$ cat src/rtl/rllt_pkg.sv
// Shared types and constants of the run-length line table.
`default_nettype none
package rllt_pkg;

    // Size of the run table and width of a stored line number.
    localparam int MAX_RUNS  = 256;
    localparam int LINE_BITS = 16;
    localparam int CNT_BITS  = $clog2(MAX_RUNS + 1);

    // Largest byte count minus one that a single run may hold.
    localparam logic [7:0] RUN_EXTRA_LIMIT = 8'd255;

    // Status codes of a result.
    localparam logic [1:0] STATUS_OK        = 2'd0;
    localparam logic [1:0] STATUS_NOT_FOUND = 2'd1;
    localparam logic [1:0] STATUS_FULL      = 2'd2;

    // Request codes.
    localparam logic REQ_APPEND = 1'b0;
    localparam logic REQ_LOOKUP = 1'b1;

    // One input transaction.
    typedef struct packed {
        logic        req_type;
        logic [15:0] line_number;
        logic [15:0] byte_offset;
    } t_req;

    // One result transaction.
    typedef struct packed {
        logic [1:0]  status;
        logic [15:0] found_line;
    } t_res;

    // Append command broadcast to every cell.
    typedef struct packed {
        logic                 grow;
        logic                 open;
        logic [LINE_BITS-1:0] line;
    } t_cmd;

    // Lookup token handed from cell to cell.
    typedef struct packed {
        logic                 active;
        logic                 done;
        logic                 hit;
        logic [LINE_BITS-1:0] line;
        logic [15:0]          rem;
    } t_tok;

endpackage
`default_nettype wire

$ cat src/rtl/rllt_cell.sv
// One cell of the run chain: holds a single run and serves a passing lookup token.
`default_nettype none
module rllt_cell (
    input  wire logic              i_clk,
    input  wire logic              i_rst_n,
    input  wire logic              i_prev_valid,
    input  wire logic              i_next_valid,
    input  wire rllt_pkg::t_cmd    i_cmd,
    input  wire rllt_pkg::t_tok    i_tok,
    output logic                   o_valid,
    output rllt_pkg::t_tok         o_tok
);

    logic                          r_valid;
    logic [rllt_pkg::LINE_BITS-1:0] r_line;
    logic [7:0]                    r_extra;
    rllt_pkg::t_tok                r_tok;
    rllt_pkg::t_tok                n_tok;

    // Run storage: the first empty cell opens a run, the newest run grows.
    always_ff @(posedge i_clk) begin
        if (!i_rst_n) begin
            r_valid <= 1'b0;
        end else if (i_cmd.open && !r_valid && i_prev_valid) begin
            r_valid <= 1'b1;
        end
    end

    always_ff @(posedge i_clk) begin
        if (i_cmd.open && !r_valid && i_prev_valid) begin
            r_line  <= i_cmd.line;
            r_extra <= 8'd0;
        end else if (i_cmd.grow && r_valid && !i_next_valid) begin
            r_extra <= r_extra + 8'd1;
        end
    end

    // Token step: an empty cell ends the walk, a run whose end passes the
    // offset answers it, otherwise the run's length is taken off the offset.
    always_comb begin
        n_tok = i_tok;
        if (i_tok.active && !i_tok.done) begin
            if (!r_valid) begin
                n_tok.done = 1'b1;
                n_tok.hit  = 1'b0;
            end else if (i_tok.rem <= {8'd0, r_extra}) begin
                n_tok.done = 1'b1;
                n_tok.hit  = 1'b1;
                n_tok.line = r_line;
            end else begin
                n_tok.rem = i_tok.rem - ({8'd0, r_extra} + 16'd1);
            end
        end
    end

    always_ff @(posedge i_clk) begin
        if (!i_rst_n) begin
            r_tok.active <= 1'b0;
        end else begin
            r_tok.active <= n_tok.active;
        end
        r_tok.done <= n_tok.done;
        r_tok.hit  <= n_tok.hit;
        r_tok.line <= n_tok.line;
        r_tok.rem  <= n_tok.rem;
    end

    assign o_valid = r_valid;
    assign o_tok   = r_tok;

endmodule
`default_nettype wire

$ cat config.mk
export PLATFORM = sky130hd
export DESIGN_NAME = rllt_cell
export DESIGN_NICKNAME = d
export VERILOG_FILES = /design/src/rtl/rllt_pkg.sv /design/src/rtl/rllt_cell.sv
export SDC_FILE = /design/constraint.sdc
export NUM_CORES = 1
export LEC_CHECK = 0
export BUFFER_PORTS_ARGS = -buffer_cell sky130_fd_sc_hd__buf_2
export CAP_MARGIN = 10
export CORE_MARGIN = 1.5
export CORE_UTILIZATION = 53
export DETAILED_ROUTE_END_ITERATION = 8
export PLACE_DENSITY = 0.92
export RECOVER_POWER = 25
export SLEW_MARGIN = 5
export SYNTH_ARGS = -nofsm -noshare
export SYNTH_HDL_FRONTEND = slang
export SYNTH_SLANG_ARGS = --single-unit
$ cat constraint.sdc
create_clock -name i_clk -period 5.4 [get_ports i_clk]
set_input_delay 0.81 -clock i_clk [delete_from_list [all_inputs] [get_ports i_clk]]
set_output_delay 0.81 -clock i_clk [all_outputs]
set_load 0.01 [all_outputs]
==> reports/qor.txt, run 1 <==
Final min period: 2884 ps
Rel. slew slack: 0.2814
Adder-Cell Fraction of Synth Area: 0.05653
GR Overflow Total: 0
Yosys reg bits: 60
DRC viols: 0
crit share post-route: 0.5342
Synth area leader: dfxtp_1
1st-iter DRT viols: 119
clock transition at the registers of the reported paths: 70 ps
syn avg cell area: 12.05 um2
total negative slack: 0 ps
number of global-route vias before repair: 1707
worst min path class: flip-flop to flip-flop
CTS tree: done
IO buf count: 92
GP Congestion: 0.8191
synth cell count leaders: 44 x dfxtp_1, 16 x edfxtp_1, 16 x nor2_1, 13 x inv_1, 11 x a21oi_1
via count: 1850
Worst Tran Pin Value: 1077 ps
Worst-Skew Late Latency: 330 ps
startpoint type of the worst setup path: input pin
Post-Syn Nets: 281
max_cap viols: 0
pin count of the biggest net entering global routing: 25
ranking of synthesized cells by area: dfxtp_1 34%, edfxtp_1 19%, mux2_4 5.8%
simple-gate share of the synthesized area: 0.1228
Final nets: 381
Starting Density: 0.5472
htree depth: 3
antenna violations before repair: 0
CTS Hold Buffers Added: 0
WL/cell: 13.66 um
TritonRoute pass-1 iters: 5
Critical path origin: i_tok[1]
status: finished clean
mux cell area share after synthesis: 0.09747
Synth Area in XOR/XNOR: 0.06823
Final Power: 0.9511 mW
Area growth, synth to finish: 25.24%
Worst EP arrival: 3100 ps
Critical R2R Launch: r_extra[1]
Syn. warnings: 0
hold_sp: r_line[2]
Fin Clk Skew: 5.651 ps
fin. max-slew vios: 0
Worst Setup End Kind: flip-flop
Gates resized, CTS repair: 0
ys async rst share: 0
CORE AREA: 0.004692 mm2
worst r2r dst: o_tok[26]
Die H: 72.60 um
final std cells w/o fill: 372
first-pass GRT wire length: 7569 um
total CTS buffers: 9
Final Hold Fails: 0
clock sink count: 60
root buf cell: clkbuf_8
count leader, synth: dfxtp_1
unrepaired setup endpoints after global routing: no
Lkg Pwr: 1.430 nW
main combinational cell family by area after synthesis: simple AND/OR/NAND/NOR gates
Diodes inserted: 0
Core Rows: 25
maximum vdd ir drop: 145.3 uV
gr usage total: 0.1946
Detail Route Antenna Nets: 0
Synth Area in Compound Gates: 0.09064
# IOs: 93
die width: 72.60 um
Final Util: 0.6853
synthesized area: 0.002567 mm2
Max Fclk: 346.7 MHz
CP Class: input pin to flip-flop
Synth Flop Type: dfxtp_1
CTS Buffer Depth: 2
Power Dens Cells: 295.8 mW/mm2
worst r2r path cells: 8
number of synthesized flops with an enable pin: 16
DR vias/cell: 4.973
CP required: 5620 ps
share of layout cells above drive strength 1: 0.4182
Setup Viol. Count Final: 0
reg-to-reg setup timing slack: 2660 ps
cell count after placement: 356
post-synth top area share: 0.3431
WHS Path Cells: 1
part of the Yosys area used for sequential elements: 0.5302
Die ar.: 0.005271 mm2
DP HPWL: 3675 um
Hold Path End: o_tok[18]
Setup Buffers After CTS: 0
Distinct cells, synth: 44
crit path max fanout: 16
Synth Instances: 213
total routed wirelength: 5080 um
[area by class of cell]
class	instances	area, um2
Timing Repair Buffer	92	446.7
Clock buffer	12	145.1
Clock inverter	4	25.02
Multi-Input combinational cell	137	1121
Sequential cell	60	1361
Fill cell	354	1476
Inverter	13	48.80
Tap cell	54	67.56
[state kept, by name, indices dropped and copies added (netlist names)]
register	flops
o_tok	35
o_valid	1
r_extra	8
r_line	16
[how the worst max path moves through the flow]
stage / end / slack [ps] / cells after the start
after CTS: o_tok[26] / 2530 / 8
after global placement: o_tok[22] / 2270 / 8
after floorplan: o_tok[22] / 2810 / 8
final: o_tok[26] / 2520 / 8
after global routing: o_tok[26] / 2390 / 8
after detailed placement: o_tok[28] / 2200 / 8
[worst max-delay path, stage by stage]
cell	delay (ps)
buf_2	120
ha_1	320
nor2b_1	140
o21bai_1	160
a21oi_2	110
o22ai_1	300
nand4_2	600
mux2_4	510
[layout by cell type, fill, tap and decap left out, types with 4 or more instances in the layout]
master,n
dfxtp_1,44
mux2_2,6
mux2_4,10
clkbuf_8,10
o21bai_1,5
ha_1,10
nor2_1,15
o21ai_2,5
xnor2_1,10
inv_1,13
nand2_1,6
edfxtp_1,16
nand2_2,7
buf_2,81
nand4_1,4
clkbuf_1,13
a21oi_1,11
nor3_1,4
xor2_1,10
[per-stage QoR]
step / cell area, um2 / hold WS, ps / worst slack, ps
after floorplan: 2567 / 449.3 / 2812
after detailed placement: 3059 / 460.7 / 2205
after global routing: 3216 / 488.6 / 2388
final: 3216 / 468.0 / 2516
after CTS: 3229 / 474.8 / 2535
after global placement: 3059 / 450.4 / 2266
[cells by family after synthesis]
logic type | Yosys count
multiplexers | 19
flip-flops | 60
buffers and inverters | 16
XOR/XNOR | 20
AO/OA/AOI/OAI | 33
AND/OR/NAND/NOR | 54
adder cells (fa/ha/maj) | 11
[power by group]
part,switching [mW],total [mW],internal [mW]
logic,0.0602,0.114,0.0538
registers,0.00837,0.495,0.486
clock network,0.165,0.343,0.177
total,0.234,0.951,0.717
[layer usage]
layer	wire length, um	vias up	global-route usage
li1	-	946	-
met1	2080	836	0.2179
met2	2608	56	0.3354
met3	256	12	0.04834
met4	135	0	0.1132
met5	0	-	0
Power figures use the tool's default switching activity.
==> run 2: changes to the inputs <==
--- a/config.mk
+++ b/config.mk
@@ -8,9 +8,9 @@
 export BUFFER_PORTS_ARGS = -buffer_cell sky130_fd_sc_hd__buf_2
 export CAP_MARGIN = 10
 export CORE_MARGIN = 1.5
-export CORE_UTILIZATION = 53
+export CORE_UTILIZATION = 44
 export DETAILED_ROUTE_END_ITERATION = 8
-export PLACE_DENSITY = 0.92
+export PLACE_DENSITY = 0.82
 export RECOVER_POWER = 25
 export SLEW_MARGIN = 5
 export SYNTH_ARGS = -nofsm -noshare
==> constraint.sdc (replaced) <==
create_clock -name i_clk -period 2.61 [get_ports i_clk]
set_input_delay 0.3915 -clock i_clk [delete_from_list [all_inputs] [get_ports i_clk]]
set_output_delay 0.3915 -clock i_clk [all_outputs]
set_load 0.01 [all_outputs]
==> reports/qor.txt, run 2 (same netlist as run 1, synthesis figures left out) <==
first-pass GRT wire length: 8010 um (+5.8%)
max FFs per register: 35 (unchanged)
total routed wirelength: 5094 um (+0.28%)
filler instances: 501 (+42%)
Starting Density: 0.4606 (-0.08659)
Fin Clk Skew: 11.94 ps (+6.287 ps)
crit share post-route: 0.9122
root buf cell: clkbuf_8
clock transition at the registers of the reported paths: 70 ps (about the same)
CTS Hold Buffers Added: 0 (unchanged)
Post-DP Area: 0.003124 mm2 (+2.1%)
CTS Buffer Depth: 2 (unchanged)
DRC viols: 0 (unchanged)
Gates resized, CTS repair: 0 (unchanged)
Final min period: 2381 ps
cell count after placement: 378 (+6.2%)
Storage cell area: 0.001361 mm2 (unchanged)
Worst EP arrival: 2570 ps (-530 ps)
Setup Buffers After CTS: 0 (unchanged)
Setup Viol. Count Final: 0 (unchanged)
Worst Setup End Kind: flip-flop
# IOs: 93 (unchanged)
Final Cell Area: 0.003306 mm2 (+2.8%)
Final nets: 385 (+1.0%)
worst r2r path cells: 8 (unchanged)
crit path max fanout: 5 (-11)
final std cells w/o fill: 394 (+5.9%)
Core Rows: 27 (+8.0%)
worst min path class: input pin to flip-flop
worst r2r dst: o_tok[11]
most common cell after layout, fill and taps aside: buf_2
Lkg Pwr: 1.473 nW (+3.0%)
Power Dens Cells: 624.4 mW/mm2 (+110%)
GR Overflow Total: 0 (unchanged)
status: finished clean
total negative slack: 0 ps (unchanged)
most frequent cells in the layout: 82 x buf_2, 44 x dfxtp_1, 16 x edfxtp_1, 15 x nor2_1, 13 x inv_1
Hold Path End: r_line[0]
share of layout cells above drive strength 1: 0.4317 (+0.01344)
reg-to-reg setup timing slack: 230 ps (-2430 ps)
Area growth, synth to finish: 28.75%
Worst Tran Pin Value: 557.2 ps (-519.5 ps)
GP Congestion: 0.7676 (-6.3%)
max_cap viols: 0 (unchanged)
CORE AREA: 0.005574 mm2 (+19%)
DR vias/cell: 4.764 (-4.2%)
DP HPWL: 3833 um (+4.3%)
Max Fclk: 420.0 MHz
Diodes inserted: 0 (unchanged)
gr usage total: 0.1663 (-0.02835)
total CTS buffers: 9 (unchanged)
IO buf count: 92 (unchanged)
via count: 1877 (+1.5%)
die width: 79.39 um (+9.4%)
number of global-route vias before repair: 1810 (+6.0%)
fin. max-slew vios: 0 (unchanged)
Final Hold Fails: 0 (unchanged)
antenna violations before repair: 0 (unchanged)
htree depth: 3 (unchanged)
clock sink count: 60 (unchanged)
Rel. slew slack: 0.6271 (+0.3457)
area of the multi-input gates: 0.001121 mm2 (unchanged)
pin count of the biggest net entering global routing: 25 (unchanged)
startpoint type of the worst setup path: flip-flop
maximum vdd ir drop: 363.4 uV (+150%)
CP required: 2800 ps (-2820 ps)
CP Class: flip-flop to flip-flop
Worst-Skew Late Latency: 320 ps (about the same)
unrepaired setup endpoints after global routing: no
TritonRoute pass-1 iters: 4 (-1)
CTS tree: done
1st-iter DRT viols: 49 (-59%)
Detail Route Antenna Nets: 0 (unchanged)
WHS Path Cells: 1 (unchanged)
Critical R2R Launch: r_extra[3]
Die ar.: 0.006303 mm2 (+20%)
Die H: 79.39 um (+9.4%)
hold_sp: i_cmd[0]
WL/cell: 12.93 um (-5.3%)
## run 2: metrics by stage
| step | util | power (mW) | hold WS (ps) | worst slack (ps) |
|---|---|---|---|---|
| final | 0.5930 | 2.064 | 239.6 | 229.2 |
| after global routing | 0.5930 | 2.158 | 223.4 | 38.61 |
| after CTS | 0.5953 | 2.087 | 230.0 | 266.2 |
| after detailed placement | 0.5605 | 1.283 | 461.4 | 148.4 |
| after global placement | 0.5605 | 1.274 | 450.0 | 212.6 |
| after floorplan | - | 1.176 | 449.3 | 430.1 |
## run 2: layer usage
layer | GRT usage | part of all wire | vias up
met5 | 0 | 0 | -
met4 | 0.08070 | 0.019 | 0
met3 | 0.03314 | 0.048 | 10
met2 | 0.2906 | 0.50 | 55
met1 | 0.1940 | 0.43 | 854
li1 | - | - | 958
## run 2: report_power, final
part	internal, mW	leakage [nW]	switching [mW]
Combinational	0.114	0.857	0.125
Clock	0.462	0.0991	0.341
Sequential	1.01	0.517	0.0170
## run 2: worst max-delay path by stage
| stage | startpoint | end | slack [ps] |
|---|---|---|---|
| after floorplan | r_extra[1] | o_tok[22] | 430 |
| after global placement | i_tok[5] | o_tok[7] | 210 |
| after detailed placement | i_tok[5] | o_tok[7] | 150 |
| after CTS | r_extra[3] | o_tok[11] | 270 |
| after global routing | r_extra[3] | o_tok[11] | 40 |
| final | r_extra[3] | o_tok[11] | 230 |
## run 2: final cells by class
type	instances	area share
Clock buffer	11	0.04277
Clock inverter	5	0.01590
Inverter	13	0.01476
Multi-Input combinational cell	137	0.3391
Sequential cell	60	0.4118
Tap cell	72	0.02725
Timing Repair Buffer	96	0.1484
## run 2: critical path, cell delays in order, from the launching register on
cell,delay [ps]
dfxtp_1,390
inv_1,90
ha_1,340
a21oi_1,210
o21ai_0,130
a21oi_1,320
a21oi_1,240
nor4b_1,430
xor2_1,100
==> run 3: changes to the inputs <==
--- a/config.mk
+++ b/config.mk
@@ -8,9 +8,11 @@
 export BUFFER_PORTS_ARGS = -buffer_cell sky130_fd_sc_hd__buf_2
 export CAP_MARGIN = 10
 export CORE_MARGIN = 1.5
-export CORE_UTILIZATION = 44
+export CORE_UTILIZATION = 46
+export CTS_BUF_LIST = sky130_fd_sc_hd__clkbuf_4 sky130_fd_sc_hd__clkbuf_8
 export DETAILED_ROUTE_END_ITERATION = 8
-export PLACE_DENSITY = 0.82
+export GPL_TIMING_DRIVEN = 0
+export PLACE_DENSITY = 0.85
 export RECOVER_POWER = 25
 export SLEW_MARGIN = 5
 export SYNTH_ARGS = -nofsm -noshare
==> reports/qor.txt, run 3 (same netlist as run 1, synthesis figures left out) <==
status: finished clean
crit share post-route: 0.9261 (+0.01390)
Lkg Pwr: 1.491 nW (+1.3%)
startpoint type of the worst setup path: flip-flop
DRC viols: 0 (unchanged)
NetSw: 0.5256 mW (+8.8%)
clock sink count: 60 (unchanged)
Setup Viol. Count Final: 0 (unchanged)
Fin Clk Skew: 7.796 ps (-4.142 ps)
Slowest cell on crit path: dfxtp_1
Worst-Skew Late Latency: 330 ps (about the same)
Worst Tran Pin Value: 579.6 ps (+22.36 ps)
Final min period: 2417 ps (+36.27 ps)
cell chain of the critical path: inv_1 -> ha_1 -> nor2b_1 -> o21bai_1 -> a21oi_2 -> o22ai_1 -> nand4_4 -> buf_6 -> mux2_4
Final nets: 385 (unchanged)
pin count of the biggest net entering global routing: 17 (-32%)
CTS Hold Buffers Added: 0 (unchanged)
fin. max-slew vios: 0 (unchanged)
CP Class: flip-flop to flip-flop
CP required: 2830 ps (+30 ps)
clock transition at the registers of the reported paths: 70 ps (about the same)
number of global-route vias before repair: 1848 (+2.1%)
DP HPWL: 4055 um (+5.8%)
GR Overflow Total: 0 (unchanged)
1st-iter DRT viols: 65 (+33%)
Switching Share: 0.2400 (+0.005945)
filler instances: 458 (-8.6%)
DR vias/cell: 4.873 (+2.3%)
worst min path class: input pin to flip-flop
CTS tree: done
Sequential Power Share: 0.467 (-0.028)
GP Congestion: 0.8849 (+15%)
most common cell after layout, fill and taps aside: buf_2
total negative slack: 0 ps (unchanged)
htree depth: 3 (unchanged)
unrepaired setup endpoints after global routing: no
gr usage total: 0.1802 (+0.01388)
Worst path max stage delay: 380 ps (-50 ps)
P_int: 1.665 mW (+5.3%)
max_cap viols: 0 (unchanged)
Final Hold Fails: 0 (unchanged)
WL/cell: 13.54 um (+4.7%)
Worst Setup End Kind: flip-flop
die width: 77.71 um (-2.1%)
total CTS buffers: 9 (unchanged)
# IOs: 93 (unchanged)
Power Dens Cells: 652.2 mW/mm2 (+4.4%)
Rel. slew slack: 0.6122 (-0.01496)
TritonRoute pass-1 iters: 4 (unchanged)
Max Fclk: 413.7 MHz (-1.5%)
maximum vdd ir drop: 377.5 uV (+3.9%)
Starting Density: 0.4720 (+0.01144)
crit path max fanout: 10 (+5)
Detail Route Antenna Nets: 0 (unchanged)
CORE AREA: 0.005439 mm2 (-2.4%)
antenna violations before repair: 0 (unchanged)
Core Rows: 27 (unchanged)
root buf cell: clkbuf_8
CTS Buffer Depth: 2 (unchanged)
Gate power share: 0.112 (-0.004)
Area growth, synth to finish: 30.80%
most frequent cells in the layout: 82 x buf_2, 44 x dfxtp_1, 16 x edfxtp_1, 15 x nor2_1, 13 x inv_1
Die ar.: 0.006039 mm2 (-4.2%)
Worst EP arrival: 2640 ps (+70 ps)
Diodes inserted: 0 (unchanged)
total routed wirelength: 5334 um (+4.7%)
IO buf count: 92 (unchanged)
share of layout cells above drive strength 1: 0.4348 (+0.003106)
Final Util: 0.6174 (+0.02440)
max FFs per register: 35 (unchanged)
Clk pwr share: 0.421 (+0.032)
Die H: 77.71 um (-2.1%)
via count: 1920 (+2.3%)
first-pass GRT wire length: 8252 um (+3.0%)
## run 3: changes by cell type in the layout (fill, tap and decap cells not counted), moves of 2 or more
cell	change
buf_4	-3
buf_6	+2
clkinv_2	-2
inv_6	+2
## run 3: layer usage
metal / vias up / GRT usage / wire length, um
met3: 10 / 0.04118 / 229
met5: - / 0 / 0
met4: 0 / 0.09455 / 91
met1: 895 / 0.2051 / 2220
met2: 52 / 0.3122 / 2792
li1: 963 / - / -
## run 3: cell type report
type / instances / area, um2 / share of cell area
clock inverter: 7 / 98.84 / 0.02943
sequential: 60 / 1361 / 0.4054
multi-input combinational: 137 / 1130 / 0.3364
tap: 72 / 90.09 / 0.02683
timing repair buffer: 93 / 462.9 / 0.1379
clock buffer: 9 / 123.9 / 0.03689
inverter: 13 / 48.80 / 0.01453
buffer: 3 / 42.54 / 0.01267
## run 3: power groups by stage
stage               logic [mW]  registers, mW  clock network [mW]
finish                   0.244           1.02               0.922
global route             0.268           1.03               0.988
CTS                      0.248           1.02               0.947
detailed placement       0.246           1.04                   0
global placement         0.234           1.04                   0
floorplan                0.116           1.06                   0
## run 3: per-stage QoR
| stage | area, um2 | worst slack, ps | hold WS (ps) | power, mW | std cells |
|---|---|---|---|---|---|
| CTS | 3358 | 80.07 | 214.5 | 2.217 | 394 |
| detailed placement | 3136 | 30.51 | 458.4 | 1.289 | 378 |
| global route | 3358 | 11.83 | 209.1 | 2.283 | 394 |
| finish | 3358 | 192.9 | 227.3 | 2.190 | 394 |
| floorplan | 2567 | 430.1 | 449.3 | 1.176 | 213 |
| global placement | 3118 | 48.99 | 450.1 | 1.274 | 377 |
## run 3: critical path: cells and delay by family (launching register included)
| family | cells | cell delay [ps] |
|---|---|---|
| multiplexers | 1 | 310 |
| adder cells (fa/ha/maj) | 1 | 310 |
| AND/OR/NAND/NOR | 2 | 370 |
| buffers and inverters | 2 | 320 |
| AO/OA/AOI/OAI | 3 | 620 |
| flip-flops | 1 | 380 |
## run 3: worst paths after layout
kind                            cells past startpoint  startpoint         end  slack, ps
worst max-delay path                                9  r_extra[1]   o_tok[26]        190
worst min register to register                      1   r_line[6]   o_tok[22]        470
worst min-delay path                                1   i_cmd[12]  r_line[12]        230
worst max register to register                      9  r_extra[1]   o_tok[26]        190
## run 3: what timing repair did
action	4_1_cts	5_1_grt
gates resized for setup	0	2
buffers inserted	0	0
endpoints found under the setup margin	0	10
